`src/sv/mped_pkg.sv`:
```
// ----------------------------------------------------------------------------
// mped_pkg
// Types and fixed constants of the priority event dispatcher.
// ----------------------------------------------------------------------------
package mped_pkg;

    localparam int OPCODE_W   = 1;
    localparam int HANDLE_W   = 16;
    localparam int PRIO_W     = 2;
    localparam int CORE_W     = 5;
    localparam int RUN_W      = 5;

    localparam logic [RUN_W-1:0] RUN_MAX = 5'd31;

    localparam logic [OPCODE_W-1:0] OP_POST  = 1'b0;
    localparam logic [OPCODE_W-1:0] OP_FETCH = 1'b1;

    // Decoupling queue between front and back
    localparam int QUEUE_DEPTH = 2;
    localparam int QUEUE_PTR_W = 1;
    localparam int QUEUE_CNT_W = 2;

    typedef enum logic [1:0] {
        KIND_POST,
        KIND_POST_BAD,
        KIND_FETCH
    } mped_kind_t;

    typedef enum logic [1:0] {
        BACK_IDLE,
        BACK_EXEC,
        BACK_DONE
    } mped_state_t;

    typedef struct packed {
        mped_kind_t          kind;
        logic [HANDLE_W-1:0] handle;
        logic [PRIO_W-1:0]   prio;
        logic                retire;
        logic [PRIO_W-1:0]   retire_prio;
    } mped_item_t;

endpackage

```
`src/sv/mped_front.sv`:
```
// ----------------------------------------------------------------------------
// mped_front
// Accepts input beats, classifies them and holds them in a short queue.
// ----------------------------------------------------------------------------
module mped_front import mped_pkg::*; #(
    parameter int PRIORITY_LEVELS = 4,
    parameter int HANDLE_WIDTH    = 16
) (
    input  logic                aclk,
    input  logic                aresetn,
    input  logic                s_valid,
    output logic                s_ready,
    input  logic [OPCODE_W-1:0] s_opcode,
    input  logic [HANDLE_W-1:0] s_event_handle,
    input  logic [PRIO_W-1:0]   s_event_priority,
    input  logic                s_has_previous,
    input  logic [PRIO_W-1:0]   s_previous_priority,
    output logic                q_valid,
    input  logic                q_ready,
    output mped_item_t          q_item
);

    localparam logic [HANDLE_W-1:0] HANDLE_MASK = (HANDLE_WIDTH >= HANDLE_W) ?
        {HANDLE_W{1'b1}} : HANDLE_W'((33'd1 << HANDLE_WIDTH) - 33'd1);

    mped_item_t             entry_reg [QUEUE_DEPTH];
    logic [QUEUE_PTR_W-1:0] wr_ptr_reg, wr_ptr_next;
    logic [QUEUE_PTR_W-1:0] rd_ptr_reg, rd_ptr_next;
    logic [QUEUE_CNT_W-1:0] count_reg, count_next;
    mped_item_t             item_in;
    logic                   push, pop;

    // Classify: range-check priorities, mask the handle
    always_comb begin
        item_in.handle      = s_event_handle & HANDLE_MASK;
        item_in.prio        = s_event_priority;
        item_in.retire      = s_has_previous && (32'(s_previous_priority) < PRIORITY_LEVELS);
        item_in.retire_prio = s_previous_priority;
        if (s_opcode == OP_FETCH) begin
            item_in.kind = KIND_FETCH;
        end else if (32'(s_event_priority) < PRIORITY_LEVELS) begin
            item_in.kind = KIND_POST;
        end else begin
            item_in.kind = KIND_POST_BAD;
        end
    end

    assign s_ready = (count_reg != QUEUE_CNT_W'(QUEUE_DEPTH));
    assign q_valid = (count_reg != '0);
    assign q_item  = entry_reg[rd_ptr_reg];
    assign push    = s_valid && s_ready;
    assign pop     = q_valid && q_ready;

    always_comb begin
        wr_ptr_next = push ? wr_ptr_reg + QUEUE_PTR_W'(1) : wr_ptr_reg;
        rd_ptr_next = pop  ? rd_ptr_reg + QUEUE_PTR_W'(1) : rd_ptr_reg;
        count_next  = count_reg;
        if (push && !pop) begin
            count_next = count_reg + QUEUE_CNT_W'(1);
        end else if (pop && !push) begin
            count_next = count_reg - QUEUE_CNT_W'(1);
        end
    end

    always_ff @(posedge aclk) begin
        if (!aresetn) begin
            wr_ptr_reg <= '0;
            rd_ptr_reg <= '0;
            count_reg  <= '0;
        end else begin
            wr_ptr_reg <= wr_ptr_next;
            rd_ptr_reg <= rd_ptr_next;
            count_reg  <= count_next;
        end
    end

    always_ff @(posedge aclk) begin
        if (push) begin
            entry_reg[wr_ptr_reg] <= item_in;
        end
    end

endmodule

```
`src/sv/mped_back.sv`:
```
// ----------------------------------------------------------------------------
// mped_back
// Executes queued posts and fetches against the per-priority FIFOs and
// running counts, and holds the result beat until it is taken.
// ----------------------------------------------------------------------------
module mped_back import mped_pkg::*; #(
    parameter int PRIORITY_LEVELS = 4,
    parameter int FIFO_DEPTH      = 16,
    parameter int HANDLE_WIDTH    = 16
) (
    input  logic                aclk,
    input  logic                aresetn,
    input  logic [CORE_W-1:0]   core_count,
    input  logic                q_valid,
    output logic                q_ready,
    input  mped_item_t          q_item,
    output logic                m_valid,
    input  logic                m_ready,
    output logic                m_start_worker,
    output logic                m_queue_full,
    output logic                m_dispatched,
    output logic [HANDLE_W-1:0] m_out_handle,
    output logic [PRIO_W-1:0]   m_out_priority
);

    localparam int LW    = $clog2(PRIORITY_LEVELS);
    localparam int DW    = $clog2(FIFO_DEPTH);
    localparam int FW    = $clog2(FIFO_DEPTH + 1);
    localparam int SW    = DW + 1;
    localparam int AW    = LW + DW;
    localparam int HW    = (HANDLE_WIDTH < HANDLE_W) ? HANDLE_WIDTH : HANDLE_W;
    localparam int SUMW  = RUN_W + LW;

    mped_state_t state_reg, state_next;
    mped_item_t  cur_reg;

    logic [DW-1:0]    head_reg [PRIORITY_LEVELS];
    logic [DW-1:0]    head_next [PRIORITY_LEVELS];
    logic [FW-1:0]    fill_reg [PRIORITY_LEVELS];
    logic [FW-1:0]    fill_next [PRIORITY_LEVELS];
    logic [RUN_W-1:0] run_reg [PRIORITY_LEVELS];
    logic [RUN_W-1:0] run_next [PRIORITY_LEVELS];

    logic [HW-1:0]    mem [2**AW];
    logic [HW-1:0]    rdata_reg;

    logic             full_reg, found_reg;
    logic [LW-1:0]    pick_reg;
    logic [SUMW-1:0]  total_reg, upper_reg;

    logic             m_valid_reg;
    logic             start_reg, qfull_reg, disp_reg;
    logic [HANDLE_W-1:0] handle_reg;
    logic [PRIO_W-1:0]   prio_reg;
    logic             start_next, qfull_next, disp_next;
    logic [HANDLE_W-1:0] handle_next;
    logic [PRIO_W-1:0]   prio_next;

    logic             out_free, pop, exec, load_out;
    logic             is_post, is_fetch;
    logic [LW-1:0]    cur_lv, ret_lv, pick, sel_lv;
    logic             found, full;
    logic [DW-1:0]    head_sel, head_inc, slot;
    logic [FW-1:0]    fill_sel;
    logic [SW-1:0]    slot_sum;
    logic [AW-1:0]    addr;
    logic [SUMW-1:0]  total, upper;
    logic             start_now;

    assign is_post  = (cur_reg.kind == KIND_POST);
    assign is_fetch = (cur_reg.kind == KIND_FETCH);
    assign cur_lv   = LW'(cur_reg.prio);
    assign ret_lv   = LW'(cur_reg.retire_prio);

    // Highest non-empty level
    always_comb begin
        found = 1'b0;
        pick  = '0;
        for (int lv = 0; lv < PRIORITY_LEVELS; lv++) begin
            if (fill_reg[lv] != '0) begin
                found = 1'b1;
                pick  = LW'(lv);
            end
        end
    end

    assign sel_lv   = is_fetch ? pick : cur_lv;
    assign head_sel = head_reg[sel_lv];
    assign fill_sel = fill_reg[sel_lv];
    assign full     = (fill_sel == FW'(FIFO_DEPTH));
    assign head_inc = (head_sel == DW'(FIFO_DEPTH - 1)) ? '0 : head_sel + DW'(1);

    // Tail slot, wrapped once around the ring
    always_comb begin
        slot_sum = SW'(head_sel) + SW'(fill_sel);
        if (slot_sum >= SW'(FIFO_DEPTH)) begin
            slot_sum = slot_sum - SW'(FIFO_DEPTH);
        end
        slot = slot_sum[DW-1:0];
    end

    assign addr = {sel_lv, (is_fetch ? head_sel : slot)};

    // Running totals: all levels, and levels strictly above the posted one
    always_comb begin
        total = '0;
        upper = '0;
        for (int lv = 0; lv < PRIORITY_LEVELS; lv++) begin
            total = total + SUMW'(run_reg[lv]);
            if (LW'(lv) > cur_lv) begin
                upper = upper + SUMW'(run_reg[lv]);
            end
        end
    end

    // Control
    assign out_free = !m_valid_reg || m_ready;

    always_comb begin
        state_next = state_reg;
        unique case (state_reg)
            BACK_IDLE: begin
                if (q_valid) begin
                    state_next = BACK_EXEC;
                end
            end
            BACK_EXEC: begin
                state_next = BACK_DONE;
            end
            BACK_DONE: begin
                if (out_free) begin
                    state_next = q_valid ? BACK_EXEC : BACK_IDLE;
                end
            end
            default: begin
                state_next = BACK_IDLE;
            end
        endcase
    end

    always_comb begin
        pop      = 1'b0;
        exec     = 1'b0;
        load_out = 1'b0;
        unique case (state_reg)
            BACK_IDLE: begin
                pop = q_valid;
            end
            BACK_EXEC: begin
                exec = 1'b1;
            end
            BACK_DONE: begin
                load_out = out_free;
                pop      = q_valid && out_free;
            end
            default: begin
                pop = 1'b0;
            end
        endcase
    end

    assign q_ready = pop;

    // State updates of the FIFOs and running counts
    always_comb begin
        for (int lv = 0; lv < PRIORITY_LEVELS; lv++) begin
            head_next[lv] = head_reg[lv];
            fill_next[lv] = fill_reg[lv];
            run_next[lv]  = run_reg[lv];
            if (exec && LW'(lv) == sel_lv) begin
                if (is_post && !full) begin
                    fill_next[lv] = fill_reg[lv] + FW'(1);
                end else if (is_fetch && found) begin
                    head_next[lv] = head_inc;
                    fill_next[lv] = fill_reg[lv] - FW'(1);
                end
            end
            if (exec && is_fetch) begin
                // retire first, then count the dispatched event
                if (cur_reg.retire && LW'(lv) == ret_lv && run_next[lv] != '0) begin
                    run_next[lv] = run_next[lv] - RUN_W'(1);
                end
                if (found && LW'(lv) == pick && run_next[lv] != RUN_MAX) begin
                    run_next[lv] = run_next[lv] + RUN_W'(1);
                end
            end
        end
    end

    always_ff @(posedge aclk) begin
        if (!aresetn) begin
            state_reg   <= BACK_IDLE;
            m_valid_reg <= 1'b0;
            for (int lv = 0; lv < PRIORITY_LEVELS; lv++) begin
                head_reg[lv] <= '0;
                fill_reg[lv] <= '0;
                run_reg[lv]  <= '0;
            end
        end else begin
            state_reg <= state_next;
            for (int lv = 0; lv < PRIORITY_LEVELS; lv++) begin
                head_reg[lv] <= head_next[lv];
                fill_reg[lv] <= fill_next[lv];
                run_reg[lv]  <= run_next[lv];
            end
            if (load_out) begin
                m_valid_reg <= 1'b1;
            end else if (m_ready) begin
                m_valid_reg <= 1'b0;
            end
        end
    end

    // Handle store: one write or one registered read per item
    always_ff @(posedge aclk) begin
        if (exec && is_post && !full) begin
            mem[addr] <= cur_reg.handle[HW-1:0];
        end
        if (exec && is_fetch && found) begin
            rdata_reg <= mem[addr];
        end
    end

    // Item payload and per-item scratch
    always_ff @(posedge aclk) begin
        if (pop) begin
            cur_reg <= q_item;
        end
        if (exec) begin
            full_reg  <= full;
            found_reg <= found;
            pick_reg  <= pick;
            total_reg <= total;
            upper_reg <= upper;
        end
    end

    assign start_now = (total_reg < SUMW'(core_count)) || (upper_reg > SUMW'(core_count));

    always_comb begin
        start_next  = 1'b0;
        qfull_next  = 1'b0;
        disp_next   = 1'b0;
        handle_next = '0;
        prio_next   = '0;
        case (cur_reg.kind)
            KIND_POST: begin
                start_next = start_now;
                qfull_next = full_reg;
            end
            KIND_POST_BAD: begin
                qfull_next = 1'b1;
            end
            KIND_FETCH: begin
                disp_next = found_reg;
                if (found_reg) begin
                    handle_next = HANDLE_W'(rdata_reg);
                    prio_next   = PRIO_W'(pick_reg);
                end
            end
            default: begin
                qfull_next = 1'b0;
            end
        endcase
    end

    always_ff @(posedge aclk) begin
        if (load_out) begin
            start_reg  <= start_next;
            qfull_reg  <= qfull_next;
            disp_reg   <= disp_next;
            handle_reg <= handle_next;
            prio_reg   <= prio_next;
        end
    end

    assign m_valid        = m_valid_reg;
    assign m_start_worker = start_reg;
    assign m_queue_full   = qfull_reg;
    assign m_dispatched   = disp_reg;
    assign m_out_handle   = handle_reg;
    assign m_out_priority = prio_reg;

endmodule

```
`src/sv/multicore_priority_event_dispatcher.sv`:
```
// ----------------------------------------------------------------------------
// multicore_priority_event_dispatcher
// Strict-priority event dispatcher: per-priority handle FIFOs, running
// counts per priority and a worker-start decision against the core count.
// ----------------------------------------------------------------------------
// Channel   Ports                       Beat
// s_        s_valid / s_ready           post or fetch request
// m_        m_valid / m_ready           one result per request
// cfg_      cfg_valid / cfg_ready       core_count write (cfg_ready tied high)
//
// An item passes through the back end in an execute state, then a result
// load state; the single-port handle store, read or written once per item,
// sets that pace. An input beat goes through a queue entry and the item
// register before execute; the result register loads with the output free.
// A two-entry queue separates the input side from the back end; a held
// result stalls the back end but not input acceptance until the queue fills.
// Reset is synchronous; FIFOs start empty, no clearing pass is needed.
// ----------------------------------------------------------------------------
module multicore_priority_event_dispatcher import mped_pkg::*; #(
    parameter int PRIORITY_LEVELS = 4,
    parameter int FIFO_DEPTH      = 16,
    parameter int HANDLE_WIDTH    = 16
) (
    input  logic                aclk,
    input  logic                aresetn,
    input  logic                cfg_valid,
    output logic                cfg_ready,
    input  logic [CORE_W-1:0]   cfg_data,
    input  logic                s_valid,
    output logic                s_ready,
    input  logic [OPCODE_W-1:0] s_opcode,
    input  logic [HANDLE_W-1:0] s_event_handle,
    input  logic [PRIO_W-1:0]   s_event_priority,
    input  logic                s_has_previous,
    input  logic [PRIO_W-1:0]   s_previous_priority,
    output logic                m_valid,
    input  logic                m_ready,
    output logic                m_start_worker,
    output logic                m_queue_full,
    output logic                m_dispatched,
    output logic [HANDLE_W-1:0] m_out_handle,
    output logic [PRIO_W-1:0]   m_out_priority
);

    logic [CORE_W-1:0] core_count_reg;
    logic              q_valid, q_ready;
    mped_item_t        q_item;

    assign cfg_ready = 1'b1;

    always_ff @(posedge aclk) begin
        if (!aresetn) begin
            core_count_reg <= CORE_W'(1);
        end else if (cfg_valid && cfg_ready) begin
            core_count_reg <= cfg_data;
        end
    end

    mped_front #(
        .PRIORITY_LEVELS (PRIORITY_LEVELS),
        .HANDLE_WIDTH    (HANDLE_WIDTH)
    ) u_front (
        .aclk                (aclk),
        .aresetn             (aresetn),
        .s_valid             (s_valid),
        .s_ready             (s_ready),
        .s_opcode            (s_opcode),
        .s_event_handle      (s_event_handle),
        .s_event_priority    (s_event_priority),
        .s_has_previous      (s_has_previous),
        .s_previous_priority (s_previous_priority),
        .q_valid             (q_valid),
        .q_ready             (q_ready),
        .q_item              (q_item)
    );

    mped_back #(
        .PRIORITY_LEVELS (PRIORITY_LEVELS),
        .FIFO_DEPTH      (FIFO_DEPTH),
        .HANDLE_WIDTH    (HANDLE_WIDTH)
    ) u_back (
        .aclk           (aclk),
        .aresetn        (aresetn),
        .core_count     (core_count_reg),
        .q_valid        (q_valid),
        .q_ready        (q_ready),
        .q_item         (q_item),
        .m_valid        (m_valid),
        .m_ready        (m_ready),
        .m_start_worker (m_start_worker),
        .m_queue_full   (m_queue_full),
        .m_dispatched   (m_dispatched),
        .m_out_handle   (m_out_handle),
        .m_out_priority (m_out_priority)
    );

endmodule

```
`config.mk`:
```
export PLATFORM = sky130hd
export DESIGN_NAME = multicore_priority_event_dispatcher
export DESIGN_NICKNAME = d
export VERILOG_FILES = /design/src/sv/mped_pkg.sv /design/src/sv/mped_front.sv /design/src/sv/mped_back.sv /design/src/sv/multicore_priority_event_dispatcher.sv
export SDC_FILE = /design/constraint.sdc
export NUM_CORES = 1
export LEC_CHECK = 0
export CORE_AREA = 4 4 374 469
export DETAILED_ROUTE_END_ITERATION = 6
export DIE_AREA = 0 0 378 473
export DONT_BUFFER_PORTS = 1
export HOLD_SLACK_MARGIN = 0.1
export PLACE_DENSITY = 0.46
export RECOVER_POWER = 25
export SKIP_CTS_REPAIR_TIMING = 1
export SLEW_MARGIN = 5
export SYNTH_ARGS = -nofsm -noshare
export SYNTH_HDL_FRONTEND = slang
export SYNTH_SLANG_ARGS = --single-unit
```
`constraint.sdc`:
```
create_clock -name aclk -period 12.4 [get_ports aclk]
set_input_delay 0.62 -clock aclk [delete_from_list [all_inputs] [get_ports aclk]]
set_output_delay 0.62 -clock aclk [all_outputs]
set_load 0.05 [all_outputs]
```
==> qor.csv, run 1 <==
metric,value,unit
gr-total-overflow,0,
dieArea,179000,um2
regToRegSetupSlack,4910,ps
post-route-period-util,60.4,%
setup_slack,4910,ps
async_flop_share,0,%
fin_setup_tns,0,ps
clkSinkCount,1213,
use_met3,2.44,%
slew_headroom,-170,%
synth_xor_area_share,0.927,%
drive_gt1_share,9.04,%
fin_skew,27.0,ps
synth_edf_count,1161,
fp.dieW,378,um
port_buffers,0,
grt-busiest-layer,met2,
synth_top_area_share,68.3,%
grt_usage,16.8,%
failed_checks,"DRC, capacitance limit, slew limit",
grtUsageMet2,29.2,%
post-synth-top-area-cell,edfxtp_1,
start_util,29.8,%
avgViaCountPerCell,5.07,
dr.first_iter.drc_count,2584,
critPathCaptureType,flip-flop,
worst_pin_slew,4060,ps
netlist_instances,3948,
grt_max_degree,151,
clock-root-buffer,clkbuf_16,
min_path_type,in2reg,
cp.arrival,8130,ps
slew_violations,845,
htreeDepth,4,
gp_routability_congestion,0.813,
instances_no_fill,6354,
drtAntennaViolNets,0,
die_h,473,um
antenna_found_initial,9,
vias,32200,
clock_latency,780,ps
synth_cell_type_count,79,
synth-simple-area-share,13.9,%
grt_pass1_wl,222,mm
hold_viol,0,
layout_min_cycle_time,7490,ps
synthMuxAreaShare,3.01,%
nets,4116,
path_clk_slew,60,ps
cp-start-kind,flip-flop,
synth_area_per_cell,12.9,um2
wl_per_cell,24.0,um
dp_slack,5010,ps
rows,170,
setup_viol_count_final,0,
dr.pass1.iters,7,
placedCellCount,6079,
drt-total-wl,153,mm
rsz0062_at_grt,false,
cts_max_path_buffers,3,
outcome,"finished, violations left",
ys_top_cells_by_area,"edfxtp_1, nand2_1, nand3_1",
cp_max_fo,132,
grt_pass1_vias,31700,
synth_top_family_by_area,simple AND/OR/NAND/NOR gates,
fillers,16900,
synth_fa_ha_area_share,2.00,%
netlist_area,51000,um2
io_pins,56,
hpwl,87.1,mm
synth-seq-cells,1213,
fmax,133,MHz
cap_violations,13,
critPathRequiredTime,13040,ps
yosys_warnings,0,
drc,2,
core-area,171000,um2
synth_compound_area_share,7.52,%
seqCellArea,35900,um2
syn_to_final_growth,14.6,%
grt.met1_usage,21.5,%
tritoncts,yes,
crit_type,reg2reg,
cts-buffers-inserted,133,
synthesis.nets,4053,
largest_reg_flops,1024,
yosysSeqAreaShare,70.4,%
multi_input_area,14100,um2
synthFlopType,edfxtp_1,
-- path summary, 6_finish.rpt --
path,startpoint,endpoint,depth (start not counted)
hold / removal,aresetn,u_back.head_reg[2][3],1
hold reg to reg,u_front.count_reg[1],u_front.count_reg[1],2
setup / recovery,u_back.cur_reg[22],u_back.rdata_reg[8],15
setup reg to reg,u_back.cur_reg[22],u_back.rdata_reg[8],15
-- Yosys cell counts, types with 24 or more instances --
library cell / count
edfxtp_1: 1161
xnor2_1: 34
o21ai_0: 43
nor3_1: 24
a21oi_1: 87
and3_1: 136
inv_1: 53
a221oi_1: 40
buf_1: 49
nand3_1: 265
a31oi_1: 141
a211oi_1: 52
a311oi_1: 32
nor2_1: 167
clkbuf_1: 162
mux2_2: 29
nand2_1: 935
ha_1: 59
dfxtp_1: 52
mux2i_1: 113
-- cell usage in the layout, fill, tap and decap left out, types with 18 or more instances in the layout --
master            n
edfxtp_1       1161
nand2_1         935
nand3_1         265
nor2_1          155
a31oi_1         141
and3_1          136
clkbuf_16       135
mux2i_1         113
buf_4           112
a21oi_1          86
ha_1             59
inv_1            53
dfxtp_1          52
a211oi_1         51
clkbuf_1         44
o21ai_0          43
a221oi_1         40
xnor2_1          34
dlygate4sd3_1    33
a311oi_1         32
mux2_2           27
clkinv_1         26
nor3_1           24
clkinv_2         24
a21o_1           23
xor2_1           20
o22ai_1          19
a22oi_1          18
-- layer usage --
metal	wire length, um	up-vias
met4	4510	0
met3	6290	197
li1	-	14800
met2	76700	780
met1	65100	16400
met5	0	-
-- through the flow --
step	utilization (%)	hold slack (ps)	area [um2]
2_1_floorplan	-	460	51000
3_3_place_gp	31.6	485	54000
3_5_place_dp	31.6	495	54000
4_1_cts	34.0	-136	58200
5_1_grt	34.2	120	58500
6_report	34.2	135	58500
-- worst max-delay path, cell delays in order (launching register included) --
cell and delay, ps:
edfxtp_1 320, buf_4 630, clkinv_1 800, or2_2 510
a21oi_1 300, ha_1 420, nand2_1 210, o21a_4 690
buf_12 520, buf_4 730, nand2_1 100, and3_1 190
a211oi_1 470, a31oi_1 170, a31oi_1 690, a2111o_1 200
-- area by class of cell --
type / count / share of cell area (%)
Tap cell: 2236 / 4.78
Clock inverter: 75 / 1.15
Inverter: 54 / 0.347
Clock buffer: 166 / 5.99
Multi-Input combinational cell: 2446 / 24.1
Timing Repair Buffer: 163 / 2.23
Sequential cell: 1213 / 61.4
Antenna cell: 1 / 0.00428
-- cell families after synthesis --
logic type	count (synthesis)
and+or+nand+nor	1620
adders and majority gates	73
muxes	146
buffers and inverters	289
xor gates and xnor gates	54
AOI/OAI and AO/OA	552
other	1
DFF	1213
Power of run 1 is not shown: default switching activity piles up to over one toggle a cycle in this logic, so the estimate is an artifact.
==> inputs of run 2 (changes only) <==
PLACE_DENSITY = 0.48   (was 0.46)
clock period = 6.66 ns   (was 12.4 ns; I/O delays follow)
==> run 2 against run 1 <==
  * The flow still finishes with violations (DRC, capacitance limit, slew limit)
  * Routed wire length is 1.1% higher
  * Flip-flop and latch count stayed put
  * Worst hold slack better by 29 ps
  * Critical path depth stayed put
  * First-iteration DRC count is 18% higher
  * Count of clock-buffer cells in the layout is 7 higher
  * Critical endpoint is now u_back.rdata_reg[6]
  * Non-clock buffer count is 67 higher
==> qor.csv, run 2 (synthesis gave the netlist of run 1 again) <==
metric,value,unit
max_stage_delay,610,ps
wl_per_cell,24.1,um
setup_viol_count_final,0,
post-route-period-util,91.2,%
worst_pin_slew,4140,ps
port_buffers,0,
cap_violations,10,
r2r-start,u_back.fill_reg[1][0],
fin_skew,30.8,ps
avgViaCountPerCell,5.13,
cp_common_cell,a31oi_1,
core-area,171000,um2
grt_pass1_vias,32200,
slew_headroom,-176,%
rows,170,
gr-total-overflow,0,
final_common_cell,edfxtp_1,
path_buf_inv,1,
vias,32900,
min_path_type,in2reg,
fmax,165,MHz
clock_latency,780,ps
grt_pass1_wl,225,mm
cp-start-kind,flip-flop,
critPathCaptureType,flip-flop,
hold_viol,0,
nets,4181,
seqCellArea,35900,um2
syn_to_final_growth,15.7,%
die_h,473,um
fp.dieW,378,um
failed_checks,"DRC, capacitance limit, slew limit",
crit_type,reg2reg,
dr.first_iter.drc_count,3054,
largest_reg_flops,1024,
cp.arrival,6600,ps
startpoint,u_back.fill_reg[1][0],
dieArea,179000,um2
multi_input_area,14100,um2
rsz0062_at_grt,false,
slew_violations,615,
drt-total-wl,154,mm
hpwl,94.0,mm
worstPathCellList,"or4_1, o211ai_2, o221ai_1, or2_2, a21oi_1, ha_1, fa_2, nand2_1, o21a_4, buf_12, and3_1, a211oi_1, a31oi_1, a31oi_1, a2111o_1",
drc,1,
cts-buffers-inserted,131,
outcome,"finished, violations left",
htreeDepth,4,
fin_setup_tns,0,ps
crit_family,compound AO/OA/AOI/OAI gates,
antenna_found_initial,5,
grt_usage,17.0,%
slowest_stage,or4_1,
fillers,16800,
path_clk_slew,60,ps
grt_max_degree,139,
cp_max_fo,64,
gp_routability_congestion,0.833,
drtAntennaViolNets,0,
tritoncts,yes,
critPathRequiredTime,7190,ps
dr.pass1.iters,7,
clkSinkCount,1213,
start_util,29.8,%
cts_max_path_buffers,3,
layout_min_cycle_time,6070,ps
clock-root-buffer,clkbuf_16,
layout_common_cells,"edfxtp_1, nand2_1, nand3_1",
io_pins,56,
min_from,s_valid,
drive_gt1_share,9.96,%
run 2: worst paths after layout:
check                           slack (ps)  depth (start not counted)                      end
worst min-delay path                   160                          2  u_front.entry_reg[1][4]
worst max register to register         590                         15      u_back.rdata_reg[6]
worst min register to register         520                          2     u_back.run_reg[0][4]
worst max-delay path                   590                         15      u_back.rdata_reg[6]
run 2: layer usage:
layer / global-route usage, % / wire length, um
met2: 28.8 / 75500
met3: 2.63 / 8230
met1: 21.9 / 65100
met4: 6.06 / 5480
met5: 0 / 0
run 2: area by class of cell:
class | instances | share of cell area (%)
sequential | 1213 | 60.8
multi-input combinational | 2446 | 23.8
clock buffer | 173 | 6.02
tap | 2236 | 4.74
timing repair buffer | 230 | 3.38
clock inverter | 60 | 0.852
inverter | 54 | 0.343
antenna | 1 | 0.00424
run 2: per-stage QoR:
step	hold slack (ps)	instance area (um2)	setup slack, ps	instances	utilization (%)
6_report	164	59000	587	6413	34.5
3_5_place_dp	404	54700	612	6145	32.0
2_1_floorplan	432	51000	1310	3948	-
5_1_grt	138	59000	283	6413	34.5
3_3_place_gp	403	54700	693	6145	32.0
4_1_cts	-450	58700	603	6378	34.3
run 2: worst register-to-register path, delay by kind of cell (launching register included):
family | cells | cell delay [ps]
AO/OA/AOI/OAI | 8 | 2940
flip-flops | 1 | 350
buffers and inverters | 1 | 380
adder cells (fa/ha/maj) | 2 | 750
AND/OR/NAND/NOR | 4 | 1410
Power of run 2 is left out for the same reason.
